## config.mk

```make
export PLATFORM = sky130hd
export DESIGN_NAME = soh_stx_frame_receiver
export DESIGN_NICKNAME = d
export VERILOG_FILES = /design/src/rtl/core/sfr_pkg.sv /design/src/rtl/core/sfr_ram.sv /design/src/rtl/core/sfr_ctrl.sv /design/src/rtl/core/sfr_datapath.sv /design/src/rtl/core/soh_stx_frame_receiver.sv
export SDC_FILE = /design/constraint.sdc
export NUM_CORES = 1
export LEC_CHECK = 0
export BUFFER_PORTS_ARGS = -buffer_cell sky130_fd_sc_hd__buf_2
export CAP_MARGIN = 10
export CORE_UTILIZATION = 40
export DETAILED_ROUTE_END_ITERATION = 8
export GPL_TIMING_DRIVEN = 0
export SLEW_MARGIN = 20
export SYNTH_ARGS = -nofsm -noshare
export SYNTH_HDL_FRONTEND = slang
export SYNTH_SLANG_ARGS = --single-unit
```

## constraint.sdc

```tcl
create_clock -name clock -period 9.2 [get_ports clock]
set_input_delay 0.92 -clock clock [delete_from_list [all_inputs] [get_ports clock]]
set_output_delay 0.92 -clock clock [all_outputs]
set_load 0.1 [all_outputs]
```

## src/rtl/core/sfr_pkg.sv

```systemverilog
// ----------------------------------------------------------------------------
// sfr_pkg
// Shared types and constants of the SOH/STX frame receiver.
// ----------------------------------------------------------------------------
package sfr_pkg;

   localparam int MAX_LEN = 32;
   localparam int ADDR_W  = $clog2(MAX_LEN);
   localparam int LEN_W   = 6;
   localparam int IDX_W   = 5;
   localparam int WIN_LEN = 7;

   localparam logic [7:0] CH_SOH     = 8'h01;
   localparam logic [7:0] CH_STX     = 8'h02;
   localparam logic [7:0] CH_ETX     = 8'h03;
   localparam logic [7:0] CH_EOT     = 8'h04;
   localparam logic [7:0] FRAME_TYPE = 8'h55;
   localparam logic [7:0] BCAST_RST  = 8'hFF;

   localparam logic KIND_STATUS  = 1'b0;
   localparam logic KIND_PAYLOAD = 1'b1;

   typedef enum logic [1:0] {
      STAT_ACCEPT  = 2'd0,
      STAT_BAD_SUM = 2'd1,
      STAT_NO_EOT  = 2'd2
   } status_type;

   typedef enum logic [2:0] {
      PH_HUNT,
      PH_PAYLOAD,
      PH_ETX,
      PH_CSUM,
      PH_EOT,
      PH_READ,
      PH_LOAD
   } phase_type;

   typedef struct packed {
      logic shift_win;
      logic take_hdr;
      logic store_byte;
      logic take_csum;
      logic clear;
      logic load_status;
      logic emit_start;
      logic rd_issue;
      logic load_byte;
      logic next_idx;
   } cmd_type;

   typedef struct packed {
      logic hdr_ok;
      logic hdr_len_zero;
      logic len_zero;
      logic pay_done;
      logic etx_ok;
      logic frame_ok;
      logic byte_last;
      logic out_free;
   } sts_type;

endpackage

```

## src/rtl/core/sfr_ram.sv

```systemverilog
// ----------------------------------------------------------------------------
// sfr_ram
// Generic single-write, single-read RAM with registered read data.
// ----------------------------------------------------------------------------
module sfr_ram #(
   parameter int WIDTH = 8,
   parameter int DEPTH = 32
) (
   input  logic                     clock,
   input  logic                     wr_en,
   input  logic [$clog2(DEPTH)-1:0] wr_addr,
   input  logic [WIDTH-1:0]         wr_data,
   input  logic                     rd_en,
   input  logic [$clog2(DEPTH)-1:0] rd_addr,
   output logic [WIDTH-1:0]         rd_data
);

   logic [WIDTH-1:0] mem_ff [DEPTH];
   logic [WIDTH-1:0] rd_data_ff;

   always_ff @(posedge clock) begin
      if (wr_en) begin
         mem_ff[wr_addr] <= wr_data;
      end
      if (rd_en) begin
         rd_data_ff <= mem_ff[rd_addr];
      end
   end

   assign rd_data = rd_data_ff;

endmodule

```

## src/rtl/core/sfr_ctrl.sv

```systemverilog
// ----------------------------------------------------------------------------
// sfr_ctrl
// Frame phase state machine: sequences hunting, payload, trailer and output.
// ----------------------------------------------------------------------------
module sfr_ctrl (
   input  logic            clock,
   input  logic            reset,
   input  logic            req_tvalid,
   output logic            req_tready,
   input  sfr_pkg::sts_type sts,
   output sfr_pkg::cmd_type cmd
);
   import sfr_pkg::*;

   phase_type phase_ff;
   phase_type phase_in;
   logic      run_phase;
   logic      accept;

   always_comb begin
      case (phase_ff)
         PH_HUNT, PH_PAYLOAD, PH_ETX, PH_CSUM, PH_EOT: run_phase = 1'b1;
         default:                                      run_phase = 1'b0;
      endcase
   end

   assign req_tready = run_phase && sts.out_free;
   assign accept     = req_tvalid && req_tready;

   // next state
   always_comb begin
      phase_in = phase_ff;
      case (phase_ff)
         PH_HUNT: begin
            if (accept && sts.hdr_ok) begin
               phase_in = sts.hdr_len_zero ? PH_ETX : PH_PAYLOAD;
            end
         end
         PH_PAYLOAD: begin
            if (accept && sts.pay_done) begin
               phase_in = PH_ETX;
            end
         end
         PH_ETX: begin
            if (accept) begin
               phase_in = sts.etx_ok ? PH_CSUM : PH_HUNT;
            end
         end
         PH_CSUM: begin
            if (accept) begin
               phase_in = PH_EOT;
            end
         end
         PH_EOT: begin
            if (accept) begin
               phase_in = (sts.frame_ok && !sts.len_zero) ? PH_READ : PH_HUNT;
            end
         end
         PH_READ: begin
            phase_in = PH_LOAD;
         end
         PH_LOAD: begin
            if (sts.out_free) begin
               phase_in = sts.byte_last ? PH_HUNT : PH_READ;
            end
         end
         default: begin
            phase_in = PH_HUNT;
         end
      endcase
   end

   // outputs
   always_comb begin
      cmd = '0;
      case (phase_ff)
         PH_HUNT: begin
            cmd.shift_win = accept;
            cmd.take_hdr  = accept && sts.hdr_ok;
         end
         PH_PAYLOAD: begin
            cmd.store_byte = accept;
         end
         PH_ETX: begin
            cmd.clear = accept && !sts.etx_ok;
         end
         PH_CSUM: begin
            cmd.take_csum = accept;
         end
         PH_EOT: begin
            cmd.load_status = accept;
            cmd.emit_start  = accept && sts.frame_ok && !sts.len_zero;
            cmd.clear       = accept && !(sts.frame_ok && !sts.len_zero);
         end
         PH_READ: begin
            cmd.rd_issue = 1'b1;
         end
         PH_LOAD: begin
            cmd.load_byte = sts.out_free;
            cmd.next_idx  = sts.out_free && !sts.byte_last;
            cmd.clear     = sts.out_free && sts.byte_last;
         end
         default: begin
            cmd = '0;
         end
      endcase
   end

   always_ff @(posedge clock) begin
      if (reset) begin
         phase_ff <= PH_HUNT;
      end else begin
         phase_ff <= phase_in;
      end
   end

endmodule

```

## src/rtl/core/sfr_datapath.sv

```systemverilog
// ----------------------------------------------------------------------------
// sfr_datapath
// Header window, frame registers, checksum, payload memory and output register.
// ----------------------------------------------------------------------------
module sfr_datapath (
   input  logic             clock,
   input  logic             reset,
   input  logic [7:0]       rx_byte,
   input  logic             csr_valid,
   input  logic [7:0]       csr_data,
   input  sfr_pkg::cmd_type cmd,
   output sfr_pkg::sts_type sts,
   output logic             rsp_tvalid,
   input  logic             rsp_tready,
   output logic [47:0]      rsp_tdata,
   output logic             rsp_tuser,
   output logic             rsp_tlast
);
   import sfr_pkg::*;

   logic [7:0]       bcast_ff, bcast_in;
   logic [7:0]       win_ff [WIN_LEN];
   logic [7:0]       win_in [WIN_LEN];
   logic [LEN_W-1:0] pos_ff, pos_in;
   logic [LEN_W-1:0] len_ff, len_in;
   logic [7:0]       dest_ff, dest_in;
   logic [7:0]       sender_ff, sender_in;
   logic [7:0]       ack_ff, ack_in;
   logic [7:0]       sum_ff, sum_in;
   logic [7:0]       rsum_ff, rsum_in;

   logic             out_valid_ff, out_valid_in;
   logic             out_kind_ff, out_kind_in;
   status_type       out_status_ff, out_status_in;
   logic [7:0]       out_dest_ff, out_dest_in;
   logic [7:0]       out_sender_ff, out_sender_in;
   logic [7:0]       out_ack_ff, out_ack_in;
   logic [LEN_W-1:0] out_len_ff, out_len_in;
   logic [IDX_W-1:0] out_idx_ff, out_idx_in;
   logic [7:0]       out_byte_ff, out_byte_in;
   logic             out_last_ff, out_last_in;

   logic [7:0]       hdr_sum;
   logic             addr_ok;
   logic [LEN_W:0]   pos_next;
   logic [7:0]       ram_rd_data;
   status_type       frame_status;

   sfr_ram #(
      .WIDTH (8),
      .DEPTH (MAX_LEN)
   ) u_payload_ram (
      .clock   (clock),
      .wr_en   (cmd.store_byte),
      .wr_addr (pos_ff[ADDR_W-1:0]),
      .wr_data (rx_byte),
      .rd_en   (cmd.rd_issue),
      .rd_addr (pos_ff[ADDR_W-1:0]),
      .rd_data (ram_rd_data)
   );

   // the new window is win_ff[1..6] followed by rx_byte
   assign addr_ok = (win_ff[3] == bcast_ff && win_ff[4] == bcast_ff)
                    || (win_ff[3] != win_ff[4]);
   assign hdr_sum = win_ff[2] + win_ff[3] + win_ff[4] + win_ff[5] + win_ff[6];
   assign pos_next = {1'b0, pos_ff} + {{LEN_W{1'b0}}, 1'b1};

   always_comb begin
      if (rx_byte != CH_EOT) begin
         frame_status = STAT_NO_EOT;
      end else if (rsum_ff != sum_ff) begin
         frame_status = STAT_BAD_SUM;
      end else begin
         frame_status = STAT_ACCEPT;
      end
   end

   always_comb begin
      sts.hdr_ok       = (win_ff[1] == CH_SOH) && (win_ff[2] == FRAME_TYPE)
                         && (rx_byte == CH_STX) && addr_ok
                         && ({1'b0, win_ff[6]} <= 9'(MAX_LEN));
      sts.hdr_len_zero = (win_ff[6] == 8'd0);
      sts.len_zero     = (len_ff == '0);
      sts.pay_done     = pos_next >= {1'b0, len_ff};
      sts.etx_ok       = (rx_byte == CH_ETX);
      sts.frame_ok     = (frame_status == STAT_ACCEPT);
      sts.byte_last    = (pos_next == {1'b0, len_ff});
      sts.out_free     = !out_valid_ff || rsp_tready;
   end

   always_comb begin
      bcast_in  = csr_valid ? csr_data : bcast_ff;
      win_in    = win_ff;
      pos_in    = pos_ff;
      len_in    = len_ff;
      dest_in   = dest_ff;
      sender_in = sender_ff;
      ack_in    = ack_ff;
      sum_in    = sum_ff;
      rsum_in   = rsum_ff;
      if (cmd.shift_win) begin
         for (int i = 0; i < WIN_LEN - 1; i++) begin
            win_in[i] = win_ff[i+1];
         end
         win_in[WIN_LEN-1] = rx_byte;
      end
      if (cmd.take_hdr) begin
         dest_in   = win_ff[3];
         sender_in = win_ff[4];
         ack_in    = win_ff[5];
         len_in    = win_ff[6][LEN_W-1:0];
         sum_in    = hdr_sum;
         pos_in    = '0;
      end
      if (cmd.store_byte) begin
         sum_in = sum_ff + rx_byte;
         pos_in = pos_next[LEN_W-1:0];
      end
      if (cmd.take_csum) begin
         rsum_in = rx_byte;
      end
      if (cmd.emit_start) begin
         pos_in = '0;
      end
      if (cmd.next_idx) begin
         pos_in = pos_next[LEN_W-1:0];
      end
      if (cmd.clear) begin
         pos_in  = '0;
         len_in  = '0;
         ack_in  = '0;
         sum_in  = '0;
         rsum_in = '0;
      end
   end

   always_comb begin
      out_valid_in  = out_valid_ff && !rsp_tready;
      out_kind_in   = out_kind_ff;
      out_status_in = out_status_ff;
      out_dest_in   = out_dest_ff;
      out_sender_in = out_sender_ff;
      out_ack_in    = out_ack_ff;
      out_len_in    = out_len_ff;
      out_idx_in    = out_idx_ff;
      out_byte_in   = out_byte_ff;
      out_last_in   = out_last_ff;
      if (cmd.load_status || cmd.load_byte) begin
         out_valid_in  = 1'b1;
         out_dest_in   = dest_ff;
         out_sender_in = sender_ff;
         out_ack_in    = ack_ff;
         out_len_in    = len_ff;
      end
      if (cmd.load_status) begin
         out_kind_in   = KIND_STATUS;
         out_status_in = frame_status;
         out_idx_in    = '0;
         out_byte_in   = '0;
         out_last_in   = (frame_status != STAT_ACCEPT) || (len_ff == '0);
      end
      if (cmd.load_byte) begin
         out_kind_in   = KIND_PAYLOAD;
         out_status_in = STAT_ACCEPT;
         out_idx_in    = pos_ff[IDX_W-1:0];
         out_byte_in   = ram_rd_data;
         out_last_in   = (pos_next == {1'b0, len_ff});
      end
   end

   always_ff @(posedge clock) begin
      if (reset) begin
         bcast_ff     <= BCAST_RST;
         for (int i = 0; i < WIN_LEN; i++) begin
            win_ff[i] <= '0;
         end
         pos_ff       <= '0;
         len_ff       <= '0;
         dest_ff      <= '0;
         sender_ff    <= '0;
         ack_ff       <= '0;
         sum_ff       <= '0;
         rsum_ff      <= '0;
         out_valid_ff <= 1'b0;
      end else begin
         bcast_ff     <= bcast_in;
         win_ff       <= win_in;
         pos_ff       <= pos_in;
         len_ff       <= len_in;
         dest_ff      <= dest_in;
         sender_ff    <= sender_in;
         ack_ff       <= ack_in;
         sum_ff       <= sum_in;
         rsum_ff      <= rsum_in;
         out_valid_ff <= out_valid_in;
      end
   end

   always_ff @(posedge clock) begin
      out_kind_ff   <= out_kind_in;
      out_status_ff <= out_status_in;
      out_dest_ff   <= out_dest_in;
      out_sender_ff <= out_sender_in;
      out_ack_ff    <= out_ack_in;
      out_len_ff    <= out_len_in;
      out_idx_ff    <= out_idx_in;
      out_byte_ff   <= out_byte_in;
      out_last_ff   <= out_last_in;
   end

   assign rsp_tvalid = out_valid_ff;
   assign rsp_tuser  = out_kind_ff;
   assign rsp_tlast  = out_last_ff;
   assign rsp_tdata  = {3'b000, out_byte_ff, out_idx_ff, out_len_ff, out_ack_ff,
                        out_sender_ff, out_dest_ff, out_status_ff};

endmodule

```

## src/rtl/core/soh_stx_frame_receiver.sv

```systemverilog
// Latency: a status item is presented the cycle after the EOT-position byte is accepted.
// Throughput: one received byte per cycle outside output bursts while no result item waits.
// Output burst: after an accepted frame, each payload item is a memory read then a load, and
//    output stalls hold the load; input is held off until the last payload item is loaded.
// Reset: synchronous; clears window, frame registers and output valid, broadcast address
//    returns to 0xFF. The payload memory is not cleared; only bytes of the current frame are read.
// ----------------------------------------------------------------------------
// soh_stx_frame_receiver
// Deframes SOH/STX/ETX/EOT byte frames with an additive checksum.
// ----------------------------------------------------------------------------
module soh_stx_frame_receiver (
   input  logic        clock,
   input  logic        reset,
   input  logic        req_tvalid,
   output logic        req_tready,
   input  logic [7:0]  req_tdata,   // rx_byte[7:0]
   output logic        rsp_tvalid,
   input  logic        rsp_tready,
   output logic [47:0] rsp_tdata,   // status[1:0], dest_addr[9:2], sender_addr[17:10],
                                    // ack_flag[25:18], payload_len[31:26], byte_index[36:32],
                                    // payload_byte[44:37], zero[47:45]
   output logic        rsp_tuser,   // kind
   output logic        rsp_tlast,
   input  logic        csr_valid,
   output logic        csr_ready,
   input  logic [7:0]  csr_data     // bcast_addr
);
   import sfr_pkg::*;

   cmd_type cmd;
   sts_type sts;

   assign csr_ready = 1'b1;

   sfr_ctrl u_ctrl (
      .clock      (clock),
      .reset      (reset),
      .req_tvalid (req_tvalid),
      .req_tready (req_tready),
      .sts        (sts),
      .cmd        (cmd)
   );

   sfr_datapath u_datapath (
      .clock      (clock),
      .reset      (reset),
      .rx_byte    (req_tdata),
      .csr_valid  (csr_valid),
      .csr_data   (csr_data),
      .cmd        (cmd),
      .sts        (sts),
      .rsp_tvalid (rsp_tvalid),
      .rsp_tready (rsp_tready),
      .rsp_tdata  (rsp_tdata),
      .rsp_tuser  (rsp_tuser),
      .rsp_tlast  (rsp_tlast)
   );

endmodule

```

==> metrics.md, run 1 <==
| Metric | Value |
|---|---|
| Gp weighted congestion | 0.845 |
| Critical path capture point type | flip-flop |
| Post-DP HPWL | 27.8 mm |
| Min-delay worst type | flip-flop to flip-flop |
| Nets@finish | 1,482 |
| Register Area | 11,600 um2 |
| Worst VDD drop | 0.162 mV |
| Grt ovf | 0 |
| Post-Syn Area per Cell | 13.7 um2 |
| Setup Buffers After CTS | 0 |
| CTS tree | yes |
| Critical Path AT | 4.97 ns |
| Fraction of layout cells with a size suffix above 1 | 16.2% |
| Critical path class | flip-flop to flip-flop |
| Clock sink count | 423 |
| Number of synthesized flops with an enable pin | 308 |
| Remaining antenna violation count | 0 |
| Via count | 10,700 |
| Fmax | 220 MHz |
| Via density | 5.25 |
| Sequential share of the synthesized area | 65.2% |
| Worst-Margin Slew | 1.05 ns |
| Die H | 212 um |
| Avg WL per Cell | 20.5 um |
| Row count | 76 |
| Residual DRC | 0 |
| Multi-input logic area | 5560 um2 |
| Clk buf depth | 3 |
| Synth Warn # | 0 |
| Core Util, Final | 46.6% |
| Largest net degree at the start of global routing | 38 |
| Crit path launch type | flip-flop |
| Relative slew slack | 29.3% |
| Clock-pin transition on the worst setup and hold timing paths | 0.06 ns |
| GRT Util Overall | 19.1% |
| End point of the worst hold path | u_datapath.out_dest_ff[2]$_DFFE_PP_ |
| Post-CTS sizing | 0 |
| Biggest area consumer among synthesized cells | edfxtp_1 |
| Final Slew Violations | 0 |
| Hold_sp | u_datapath.dest_ff[2]$_SDFFE_PP0P_ |
| Clock root buffer | clkbuf_16 |
| Unique masters post-synth | 66 |
| Reg2Reg Launch Point | u_datapath.pos_ff[0]$_SDFFE_PP0P_ |
| Hold Vio Cnt, Final | 0 |
| Cell Int Power | 3.06 mW |
| Sw Pwr | 0.812 mW |
| Async S/R FF share, synth | 0% |
| Skew final | 0.0197 ns |
| Most frequent cell after synthesis | edfxtp_1 |
| Syn-to-layout area delta | 14.1% |
| CTS buffer count | 44 |
| Max-cap violations | 0 |
| Die X | 212 um |
| Setup TNS | 0 ns |
| Comb pwr share | 2.9% |
| Largest cells by area after synthesis | edfxtp_1 (52%), dfxtp_1 (13%), mux4_2 (8.1%) |
| Pre-Repair DR Iteration Count | 5 |
| Net Sw Frac | 21.0% |
| Synthesized flop and latch total | 423 |
| Syn Inst Count | 1,297 |
| Pleak | 6.67 nW |
| Initial DRC count | 844 |
| Ys flop type | edfxtp_1 |
| Min cycle time layout | 4.54 ns |
| Required time worst endpoint | 9.63 ns |
| R2R depth | 14 |
| H-tree depth | 2 |
| Vias in the first global route | 10,600 |
| Antenna diode instance count | 0 |
| Worst r2r dst | u_datapath.rsum_ff[7]$_SDFFE_PP0P_ |
| Clock Latency Late Sink | 0.57 ns |
| Ports | 74 |
| R2R Setup Slk | 4.66 ns |
| Initial Utilization | 40.8% |
| Clock share of power | 44.0% |
| Worst Path Max Fanout | 10 |
| Core ar. | 43,400 um2 |
| Post-synthesis cell area | 17,700 um2 |
| Commonest cells post-synth | edfxtp_1 (308), nand2_1 (183), dfxtp_1 (115) |
| PD cells | 192 nW/um2 |
| Setup violations, final | 0 |
| First-pass GRT wire length | 63.4 mm |
| Worst Hold Depth | 0 |
| FILL cells | 3,926 |
| Outcome | finished clean |
| Port Buf Inserts | 69 |
| Sequential cell fraction of total power | 53.0% |
| Die footprint | 45,100 um2 |
| Synth top area share | 52.2% |
| Initial antenna violation count | 0 |
| RSZ-0062 raised after global routing | no |
| Fraction of the cycle the final worst path needs | 49.4% |
| WL final | 41.6 mm |
| Hold-fix buffers, CTS | 0 |
## registers in the layout, summed over array words and instances, names as in the netlist
| name | count |
|---|---|
| u_datapath.rsum_ff | 8 |
| u_datapath.out_idx_ff | 5 |
| u_ctrl.phase_ff | 3 |
| u_datapath.out_status_ff | 2 |
| u_datapath.pos_ff | 6 |
| u_datapath.bcast_ff | 8 |
| u_datapath.rsp_tlast | 1 |
| u_datapath.rsp_tvalid | 1 |
| u_datapath.out_sender_ff | 8 |
| u_datapath.u_payload_ram.mem_ff | 256 |
| u_datapath.u_payload_ram.rd_data | 8 |
| u_datapath.out_dest_ff | 8 |
| u_datapath.dest_ff | 8 |
| u_datapath.out_len_ff | 6 |
| u_datapath.sender_ff | 8 |
| u_datapath.out_byte_ff | 8 |
| u_datapath.len_ff | 6 |
| u_datapath.ack_ff | 8 |
| u_datapath.out_ack_ff | 8 |
| u_datapath.win_ff | 48 |
| u_datapath.rsp_tuser | 1 |
| u_datapath.sum_ff | 8 |
## layout by cell type (no fill, tap or decap), types with 33 or more instances in the layout
cell type	count
buf_2	81
a21oi_1	102
inv_1	72
dfxtp_1	115
nor2_1	73
clkbuf_16	47
mux4_2	64
nand2_1	182
edfxtp_1	308
clkbuf_1	46
a22oi_1	33
## per-layer routing
| layer | GRT usage [%] | share of wire (%) | vias to the layer above |
|---|---|---|---|
| li1 | - | - | 4982 |
| met1 | 26.6 | 44 | 5287 |
| met4 | 7.24 | 2.9 | 0 |
| met5 | 0 | 0 | - |
| met3 | 3.03 | 5.6 | 70 |
| met2 | 30.1 | 47 | 338 |
## how the worst max path moves through the flow
| stage | start | end | depth (start not counted) |
|---|---|---|---|
| 2_1_floorplan | u_datapath.win_ff[1]$_SDFFE_PP0P_ | u_datapath.sum_ff[7]$_SDFFE_PP0P_ | 14 |
| 3_3_place_gp | u_datapath.pos_ff[0]$_SDFFE_PP0P_ | u_datapath.pos_ff[5]$_SDFFE_PP0P_ | 14 |
| 3_5_place_dp | u_datapath.pos_ff[0]$_SDFFE_PP0P_ | u_datapath.rsum_ff[7]$_SDFFE_PP0P_ | 14 |
| 4_1_cts | u_datapath.pos_ff[0]$_SDFFE_PP0P_ | u_datapath.rsum_ff[7]$_SDFFE_PP0P_ | 14 |
| 5_1_grt | u_datapath.pos_ff[0]$_SDFFE_PP0P_ | u_datapath.rsum_ff[7]$_SDFFE_PP0P_ | 14 |
| 6_report | u_datapath.pos_ff[0]$_SDFFE_PP0P_ | u_datapath.rsum_ff[7]$_SDFFE_PP0P_ | 14 |
## logic make-up after synthesis
| family | count (synthesis) | synth area share [%] |
|---|---|---|
| flip-flops | 423 | 65.2 |
| AND/OR/NAND/NOR | 376 | 9.67 |
| AO/OA/AOI/OAI | 192 | 6.90 |
| buffers and inverters | 148 | 3.43 |
| multiplexers | 74 | 8.71 |
| adder cells (fa/ha/maj) | 46 | 4.14 |
| XOR/XNOR | 36 | 1.86 |
| other | 2 | 0.0424 |
## final cells by class
| cell class | instances | area share [%] |
|---|---|---|
| flip-flops and latches | 423 | 57.2 |
| multi-input cells | 728 | 27.5 |
| clock buffers | 61 | 6.24 |
| well taps | 585 | 3.62 |
| repair buffers | 70 | 1.81 |
| plain buffers | 75 | 1.65 |
| inverters | 73 | 1.36 |
| clock inverters | 18 | 0.595 |
## power by group through the flow
stage	registers, mW	clock network [mW]	logic, mW
3_3_place_gp	2.09	0	0.111
5_1_grt	2.05	1.81	0.126
3_5_place_dp	2.09	0	0.114
4_1_cts	2.05	1.74	0.114
2_1_floorplan	2.09	0	0.0617
6_report	2.05	1.71	0.113
## worst max-delay path, stage by stage, from the launching register on
cell,delay [ns]
dfxtp_1,0.40
clkbuf_1,0.23
buf_2,0.39
buf_1,0.69
inv_1,0.27
ha_1,0.39
ha_1,0.30
nand3_1,0.07
or3_1,0.30
clkbuf_1,0.18
o21ai_0,0.18
a211o_1,0.12
buf_2,0.25
buf_1,0.50
nor2_1,0.11
## through the flow
step | instance area (um2) | instances | power (mW) | worst slack (ns) | hold WS, ns
2_1_floorplan | 17700 | 1299 | 2.16 | 5.45 | 0.408
3_3_place_gp | 18800 | 1953 | 2.20 | 4.62 | 0.418
3_5_place_dp | 18800 | 1954 | 2.21 | 4.62 | 0.417
4_1_cts | 20200 | 2033 | 3.90 | 4.59 | 0.430
5_1_grt | 20200 | 2033 | 3.98 | 4.18 | 0.441
6_report | 20200 | 2033 | 3.87 | 4.66 | 0.428
Note: power is estimated with default switching activity, not from simulation.
==> run 2: changes to the inputs <==
--- a/config.mk
+++ b/config.mk
@@ -5,6 +5,7 @@
 export SDC_FILE = /design/constraint.sdc
 export NUM_CORES = 1
 export LEC_CHECK = 0
+export ABC_AREA = 1
 export BUFFER_PORTS_ARGS = -buffer_cell sky130_fd_sc_hd__buf_2
 export CAP_MARGIN = 10
 export CORE_UTILIZATION = 40
==> constraint.sdc (replaced) <==
create_clock -name clock -period 4.36 [get_ports clock]
set_input_delay 0.436 -clock clock [delete_from_list [all_inputs] [get_ports clock]]
set_output_delay 0.436 -clock clock [all_outputs]
set_load 0.1 [all_outputs]
==> run 2 against run 1 <==
Against the previous run:
- register-to-register slack lost 4.2 ns
- setup slack lost 4.2 ns
- clock skew up 0.0015 ns
- worst hold slack worse by 0.34 ns
- critical path type unchanged
- largest cell class unchanged
==> metrics.md, run 2 <==
| Metric | Value |
|---|---|
| Critical Path AT | 4.38 ns |
| Hold Vio Cnt, Final | 0 |
| PD cells | 620 nW/um2 |
| Synth top area share | 50.4% |
| Setup TNS | 0 ns |
| Setup Buffers After CTS | 0 |
| Largest net degree at the start of global routing | 39 |
| Largest Register | u_datapath.u_payload_ram.mem_ff |
| Final Slew Violations | 0 |
| Worst VDD drop | 0.373 mV |
| CTS buffer count | 45 |
| Commonest cells post-synth | edfxtp_1 (308), nand2_1 (286), nor2_1 (260) |
| Syn Inst Count | 1,803 |
| Number of synthesized flops with an enable pin | 308 |
| CTS tree | yes |
| Via count | 13,500 |
| Antenna diode instance count | 0 |
| Port Buf Inserts | 69 |
| Top delay family on crit path | buffers and inverters |
| Fraction of layout cells with a size suffix above 1 | 10.1% |
| Synth Warn # | 0 |
| Core ar. | 45,400 um2 |
| Clk buf depth | 3 |
| Min-delay worst type | primary input to flip-flop |
| Synthesized flop and latch total | 423 |
| Fraction of the cycle the final worst path needs | 88.9% |
| Post-DP HPWL | 33.7 mm |
| Gp weighted congestion | 0.874 |
| Pleak | 7.84 nW |
| Ys flop type | edfxtp_1 |
| Required time worst endpoint | 4.87 ns |
| Stages on worst setup path | 16 |
| Biggest area consumer among synthesized cells | edfxtp_1 |
| Unique masters post-synth | 41 |
| Vias in the first global route | 13,000 |
| Die H | 216 um |
| Grt ovf | 0 |
| Outcome | finished clean |
| Worst Path Max Fanout | 11 |
| CP bufs+invs | 5 |
| Relative slew slack | 32.5% |
| Via density | 5.27 |
| Die footprint | 46,800 um2 |
| Critical path class | flip-flop to flip-flop |
| Cell breakdown of the critical path | buf_4 -> inv_1 -> buf_2 -> clkbuf_1 -> ha_1 -> ha_1 -> nand3_1 -> nor2_1 -> nand2_1 -> nand2_1 -> nor2_1 -> nor2_2 -> nand3_1 -> nand2_1 -> inv_1 -> nor2_1 |
| Nets@finish | 1,990 |
| First-pass GRT wire length | 74.9 mm |
| Largest cells by area after synthesis | edfxtp_1 (50%), dfxtp_1 (13%), nand2_1 (5.8%) |
| Fmax | 258 MHz |
| Clock root buffer | clkbuf_16 |
| Worst-Margin Slew | 1.01 ns |
| Slowest CP cell | clkbuf_1 |
| Avg WL per Cell | 19.1 um |
| Slowest Stage Delay on Critical Path | 0.59 ns |
| Clock Latency Late Sink | 0.57 ns |
| Crit path launch type | flip-flop |
| Largest register FFs | 256 |
| Clock sink count | 423 |
| Post-CTS sizing | 0 |
| Most frequent cells in the layout | edfxtp_1 (308), nand2_1 (285), nor2_1 (260), o21ai_0 (191), inv_1 (179) |
| GRT Util Overall | 21.0% |
| Hold-fix buffers, CTS | 0 |
| RSZ-0062 raised after global routing | no |
| Async S/R FF share, synth | 0% |
| R2R depth | 16 |
| Layout Cells excl Fill | 2,558 |
| Initial antenna violation count | 0 |
| Residual DRC | 0 |
| Row count | 78 |
| Most common cell after layout, fill and taps aside | edfxtp_1 |
| Setup violations, final | 0 |
| Remaining antenna violation count | 0 |
| Post-Syn Area per Cell | 10.2 um2 |
| WL final | 48.9 mm |
| Sequential share of the synthesized area | 62.9% |
| Post-synthesis cell area | 18,400 um2 |
| H-tree depth | 2 |
| Ports | 74 |
| Pre-Repair DR Iteration Count | 6 |
| Initial Utilization | 40.5% |
| Most frequent cell after synthesis | edfxtp_1 |
| Biggest regs | u_datapath.u_payload_ram.mem_ff x256, u_datapath.win_ff x48 |
| Worst Hold Depth | 3 |
| Max-cap violations | 0 |
| Overall power | 13.0 mW |
| Skew final | 0.0211 ns |
| Placed cell count | 2,476 |
| Min cycle time layout | 3.88 ns |
| Clock-pin transition on the worst setup and hold timing paths | 0.06 ns |
| Initial DRC count | 1,335 |
| Critical path capture point type | flip-flop |
| Syn-to-layout area delta | 14.3% |
| Die X | 216 um |
==> run 2: changes by cell type after synthesis, sizes merged, moves of 23 or more <==
cell,delta
nand2,+105
mux4,-64
inv,+111
a22oi,-33
nor2,+191
xnor2,-24
o21ai,+185
o22ai,+62
and3,-23
nand3,+32
==> run 2: report_power, final <==
part / switching, mW / internal [mW]
registers: 0.298 / 4.64
logic: 3.04 / 1.22
clock network: 1.58 / 2.24
total: 4.92 / 8.10
==> run 2: final timing paths <==
check	to	slack, ns	startpoint
max	u_datapath.pos_ff[1]$_SDFFE_PP0P_	0.48	u_datapath.pos_ff[0]$_SDFFE_PP0P_
min	u_datapath.bcast_ff[2]$_SDFFE_PP1P_	0.09	csr_data[2]
max reg2reg	u_datapath.pos_ff[1]$_SDFFE_PP0P_	0.48	u_datapath.pos_ff[0]$_SDFFE_PP0P_
min reg2reg	u_datapath.out_dest_ff[0]$_DFFE_PP_	0.43	u_datapath.dest_ff[0]$_SDFFE_PP0P_
==> run 2: tightest hold or removal path, cell delays in order <==
cell	delay (ns)
buf_2	0.08
a21oi_1	0.05
o21ai_0	0.06
==> run 2: logic make-up after synthesis <==
family	Yosys count	synth area share (%)
buffers and inverters	267	5.95
AND/OR/NAND/NOR	649	14.6
other	2	0.0409
AO/OA/AOI/OAI	399	11.7
flip-flops	423	62.9
XOR/XNOR	17	0.811
adder cells (fa/ha/maj)	46	3.99
==> run 2: area by class of cell <==
cell class                      count  area, um2
Sequential cell                   423      11600
Inverter                          185        699
Timing Repair Buffer               71        380
Clock inverter                     23        229
Multi-Input combinational cell   1115       5750
Clock buffer                       59       1240
Tap cell                          600        751
Buffer                             82        393
Fill cell                        4217      24400
==> run 2: metal layers <==
layer  part of all wire (%)  wire length, um  vias up  global-route usage [%]
met5                      0                0        -                       0
met4                    4.2             2040        0                    9.37
met3                    6.0             2920      110                    3.56
met2                     47            23000      495                    33.9
met1                     43            20900     6490                    27.8
li1                       -                -     6385                       -
==> run 2: per-stage QoR <==
step / hold slack [ns] / cell area [um2] / setup slack [ns] / util, %
2_1_floorplan: 0.408 / 18400 / 1.07 / -
3_3_place_gp: 0.416 / 19500 / 0.573 / 42.9
3_5_place_dp: 0.418 / 19500 / 0.555 / 43.0
4_1_cts: 0.0526 / 21000 / 0.534 / 46.2
5_1_grt: 0.0692 / 21000 / 0.251 / 46.3
6_report: 0.0881 / 21000 / 0.483 / 46.3
